<file path="src/hw/rtl/mf_pkg.sv">
// Shared types and constants for the median finder.
package mf_pkg;

	localparam int DATA_W         = 32;
	localparam int SIZE_W         = 8;
	localparam int MAX_VALUES_DEF = 128;

	typedef struct packed {
		logic signed [DATA_W-1:0] sample;
		logic                     last_item;
	} mf_req_t;

	typedef struct packed {
		logic signed [DATA_W-1:0] median_value;
		logic [SIZE_W-1:0]        set_size;
		logic                     overflowed;
	} mf_res_t;

	// Broadcast control for the cell row.
	typedef struct packed {
		logic                     ins;      // insert ins_val in sorted place
		logic                     shl;      // every cell takes its right neighbor
		logic signed [DATA_W-1:0] ins_val;
	} mf_cell_ctl_t;

	typedef enum logic {
		MF_IDLE,
		MF_DRAIN
	} mf_state_t;

endpackage

</file>
<file path="src/hw/rtl/mf_cell.sv">
// One slot of the sorted insertion row.
module mf_cell #(
	parameter int IDX   = 0,
	parameter int CNT_W = 8
) (
	input  logic                             clk,
	input  mf_pkg::mf_cell_ctl_t             ctl,
	input  logic [CNT_W-1:0]                 cnt,
	input  logic signed [mf_pkg::DATA_W-1:0] prev_val,
	input  logic                             prev_gt,
	input  logic signed [mf_pkg::DATA_W-1:0] next_val,
	output logic signed [mf_pkg::DATA_W-1:0] val,
	output logic                             gt
);

	logic signed [mf_pkg::DATA_W-1:0] val_q;
	logic                             occ;

	assign occ = cnt > CNT_W'(IDX);
	// empty slots act as +infinity; equal values stay put
	assign gt  = !occ || ($signed(val_q) > $signed(ctl.ins_val));
	assign val = val_q;

	always_ff @(posedge clk) begin
		if (ctl.ins && gt) begin
			val_q <= prev_gt ? prev_val : ctl.ins_val;
		end else if (ctl.shl) begin
			val_q <= next_val;
		end
	end

endmodule

</file>
<file path="config.mk">
export PLATFORM = sky130hd
export DESIGN_NAME = mf_cell
export DESIGN_NICKNAME = d
export VERILOG_FILES = /design/src/hw/rtl/mf_pkg.sv /design/src/hw/rtl/mf_cell.sv
export SDC_FILE = /design/constraint.sdc
export NUM_CORES = 1
export LEC_CHECK = 0
export ABC_AREA = 1
export BUFFER_PORTS_ARGS = -buffer_cell sky130_fd_sc_hd__clkbuf_2
export CORE_MARGIN = 2
export CORE_UTILIZATION = 45
export DETAILED_ROUTE_END_ITERATION = 10
export GPL_ROUTABILITY_DRIVEN = 0
export PLACE_DENSITY = 0.78
export SETUP_SLACK_MARGIN = 0.5
export SKIP_CTS_REPAIR_TIMING = 1
export SKIP_LAST_GASP = 1
export SLEW_MARGIN = 10
export SYNTH_ARGS = -nofsm -noshare
export SYNTH_HDL_FRONTEND = slang
export SYNTH_SLANG_ARGS = --single-unit
export TNS_END_PERCENT = 100
</file>
<file path="constraint.sdc">
create_clock -name clk -period 3.46 [get_ports clk]
set_clock_uncertainty 0.15 [all_clocks]
set_input_delay 0.692 -clock clk [delete_from_list [all_inputs] [get_ports clk]]
set_output_delay 0.692 -clock clk [all_outputs]
set_load 0.05 [all_outputs]
</file>
Yosys cells after proc, flatten, opt, wreduce, memory -nomap -nowiden
Cells that the tools add are included.

storage, ports and cells
  register bits after elaboration = 32
  bits of input ports = 108
  output and inout bits = 33
  word-level logic and storage cells = 10

operators by class
  $lt $le $gt $ge = 2
  multiplexer cells = 3
  reductions and logical operators = 4

operators with widths
  operator                                                        number
  two-way mux 32 bit                                              3
  greater-than comparator 32 bit                                  1
  greater-than comparator 8 x 1 -> 1 bit (second input constant)  1
  nonzero test 2 bit                                              1
  logical AND 1 bit                                               1
  logical NOT 1 bit                                               1
  logical OR 1 bit                                                1

Depth between registers and ports, before layout
  depth after elaboration = 5
  depth in mapped cells = 20
  gate-level depth less buffers = 19

Worst setup path before layout
OpenSTA, ideal clock, no wires.

  kind = input-to-reg
  start = input port ctl[31] in the netlist's numbering
  end = register val_q, in the netlist val[0] (enable)
  setup time = 389 ps
  arrival = 2702 ps
  slack = 218 ps
  stages = 13
  cell sequence = inv_1 ha_1 a21oi_1 o21a_1 nand2_1 a21oi_1 nand2_1 nand2_1 nand3_2 nand2_4 nand2_4 buf_6 nand2_1

on the way
  cells in the longest elaborated chain, start to end = 4

RTL lines
  item                            line           RTL
  start: declaration              mf_cell.sv:7   input mf_pkg::mf_cell_ctl_t ctl,
  greater-than comparator 32 bit  mf_cell.sv:21  assign gt = !occ || ($signed(val_q) > $signed(ctl.ins_val));
  logical OR 1 bit                mf_cell.sv:21
  logical AND 1 bit               mf_cell.sv:25  if (ctl.ins && gt) begin
  nonzero test 2 bit (no line)    n/a
  end signal: assignment          mf_cell.sv:26  val_q <= prev_gt ? prev_val : ctl.ins_val;
  end signal: assignment          mf_cell.sv:28  val_q <= next_val;
  end: declaration                mf_cell.sv:16  logic signed [mf_pkg::DATA_W-1:0] val_q;

Every way passes these cells.
A chain may end at the register's enable or synchronous reset.

Worst setup path after layout
  start = input port ctl[4] in the netlist's numbering
  end = output port gt

on the way
  cells in the longest elaborated chain, start to end = 2

RTL lines
  item                            line           RTL
  greater-than comparator 32 bit  mf_cell.sv:21
  logical OR 1 bit                mf_cell.sv:21
  end: declaration                mf_cell.sv:13  output logic gt

Every way passes these cells.

==> results.tsv <==
metric	value	unit
status	finished clean	
root_buffer	sky130_fd_sc_hd__clkbuf_8	
main_combinational_cell_family_by_area_after_synthesis	simple AND/OR/NAND/NOR gates	
drt_iter0_drc	121	
critical_path_required	2.62	ns
clk_path_buf_depth	2	
firstDrtPassIters	5	
worstSetupStartpointType	primary input	
timing.hold.worst_path_depth	3	
place_worst_setup_slack	0.268	ns
nets	644	
wl_per_cell	13.8	µm
cap_violations	0	
grt_usage	22.4	%
largest_reg_flops	32	
max-vdd-ir-drop	0.450	mV
layout_commonest_cell	sky130_fd_sc_hd__clkbuf_2	
power_leakage	0.00204	µW
placementRows	28	
worst_skew_pair.late_latency	0.28	ns
whs_endpoint	val[30]	
fp.dieH	81.0	µm
tritoncts_clock_tree	yes	
postLayoutSetupSlackWorst	0.538	ns
hold_class	in -> reg	
global_route_wire_length_before_repair	11300	µm
num_antenna_cells	0	
grt_pass1_vias	2568	
avgSynthCellArea	7.39	µm²
area_delta_synth_final	45.9	%
wl	8010	µm
cts_inserted_buffers	5	
r2r_start	val[9]	
grt_overflow_total	0	
final.setup.tns	0	ns
dieWidth	81.0	µm
hp_start	next_val[30]	
placeableCoreArea	5820	µm²
io_buffers	140	
crit-reg2reg-capture	val[9]	
synthAdderAreaFrac	15.0	%
htree_levels	2	
yosysWarningCount	0	
cp_data_arrival_time	2.08	ns
mappedNetlistNets	501	
die-area	6560	µm²
reg2reg_depth	16	
ys_seq_elements	32	
synth-xor-area-share	0	%
fin_crit_sh	84.4	%
synth_area_in_compound_gates	9.67	%
slew_viol_final	0	
final_hold_viols	0	
timing.reg2reg.setup_slack	0.85	ns
number_of_cells_in_the_design_after_placement	565	
grt_max_degree	40	
synth_cells	361	
place_hpwl	5870	µm
critPathCaptureType	primary output	
finalHoldWorstSlack	0.521	ns
final_layout_size_suffix_gt1_share	45.0	%
max-slew-margin-rel	52.8	%
share_of_cell_area_taken_by_muxes_after_synthesis	0.422	%
worst_slew_pin_slew	0.707	ns
grt_antenna_before_repair	0	
clkTransAtPathRegs	0.07	ns
worst_setup_path_type	in -> out	
yosysSeqAreaShare	36.0	%
cts_sinks	32	
fmax	342	MHz
post_synth_and_or_nand_nor_area_fraction	29.3	%
post-route-drc-count	0	
period_needed	2.92	ns
rsz_0062_raised_after_global_routing	true	
synth_cell_area	2670	µm²
route.detailed.vias_per_inst	5.04	
finish.cell_count_without_fillers	579	
ioPinCount	141	
via_count	2917	
synth.lib_cells_used.distinct	19	
timing.final.setup_violations	0	
detail-route-antenna-nets	0	
mostFrequentLayoutCells	136 x sky130_fd_sc_hd__clkbuf_2, 125 x sky130_fd_sc_hd__nand2_1, 34 x sky130_fd_sc_hd__nand3_1, 32 x sky130_fd_sc_hd__edfxtp_1, 31 x sky130_fd_sc_hd__o21ai_0	
power.density	577	nW/µm²
path_max_fanout	4	
initial_core_util	45.8	%
nFillCells	496	
==> routing by layer <==
layer,track usage [%],up-vias,wire (µm)
met5,0,-,0
met4,5.76,0,155
met3,3.56,16,439
met2,39.8,119,4100
met1,28.3,1313,3310
li1,-,1469,-
==> logic make-up (layout without fill, tap and decap cells) <==
group	Yosys count	count (layout)
and+or+nand+nor	187	187
buffers and inverters	59	202
AOI/OAI and AO/OA	50	50
adders and majority gates	32	32
DFF	32	32
muxes	1	1
==> where the power goes <==
group	total [µW]	switching [µW]	internal, µW
Clock	273	137	137
Sequential	670	93.0	577
Combinational	1300	868	434
Total	2250	1100	1150
==> cells in the mapped netlist, drive strengths merged <==
| cell | number | area share [%] |
|---|---|---|
| mux2 | 1 | 0.42 |
| o21ai | 33 | 6.2 |
| ha | 32 | 15 |
| buf | 6 | 2.1 |
| nor2 | 10 | 1.6 |
| nand2 | 138 | 20 |
| clkbuf | 11 | 1.5 |
| a21o | 1 | 0.28 |
| a21oi | 14 | 2.6 |
| inv | 42 | 5.9 |
| nand4 | 2 | 0.47 |
| o21a | 2 | 0.56 |
| edfxtp | 32 | 36 |
| nor4 | 2 | 0.47 |
| nand3 | 35 | 6.8 |
==> critical path, cell delays in order <==
cell and delay (ns):
sky130_fd_sc_hd__clkbuf_2 0.08, sky130_fd_sc_hd__inv_1 0.05, sky130_fd_sc_hd__ha_1 0.31, sky130_fd_sc_hd__nand2_1 0.10, sky130_fd_sc_hd__nor2_2 0.05, sky130_fd_sc_hd__nand2_1 0.06
sky130_fd_sc_hd__nand2_1 0.05, sky130_fd_sc_hd__nand2_1 0.06, sky130_fd_sc_hd__nand2_1 0.05, sky130_fd_sc_hd__nand2_1 0.08, sky130_fd_sc_hd__nand2_1 0.05, sky130_fd_sc_hd__nand2_1 0.08
sky130_fd_sc_hd__nand3_2 0.10, sky130_fd_sc_hd__nand2_4 0.11, sky130_fd_sc_hd__buf_8 0.15
==> layout make-up <==
class                           instances  area [µm²]  area share, %
Multi-Input combinational cell        270        1770           45.4
Tap cell                               75        93.8           2.41
Inverter                               42         165           4.24
Clock inverter                          1        5.00          0.129
Clock buffer                            6        72.6           1.86
Timing Repair Buffer                  153         827           21.3
Sequential cell                        32         961           24.7
==> through the flow <==
step                total power, µW  util, %  instance area (µm²)
finish                         2250     66.9                 3890
global route                   2380     66.9                 3890
CTS                            2030     60.0                 3490
detailed placement             1760     58.6                 3410
global placement               1730     58.6                 3410
floorplan                      1490        -                 2670
==> worst max path at each step <==
stage	start	to	slack (ns)	cells past startpoint
detailed placement	ctl[31]	gt	0.27	12
global placement	ctl[31]	gt	0.27	12
CTS	ctl[31]	gt	0.26	12
floorplan	ctl[31]	val[0]	0.53	13
finish	ctl[4]	gt	0.54	15
global route	ctl[4]	gt	0.42	15
No activity file was read; power rests on OpenSTA's default activity.
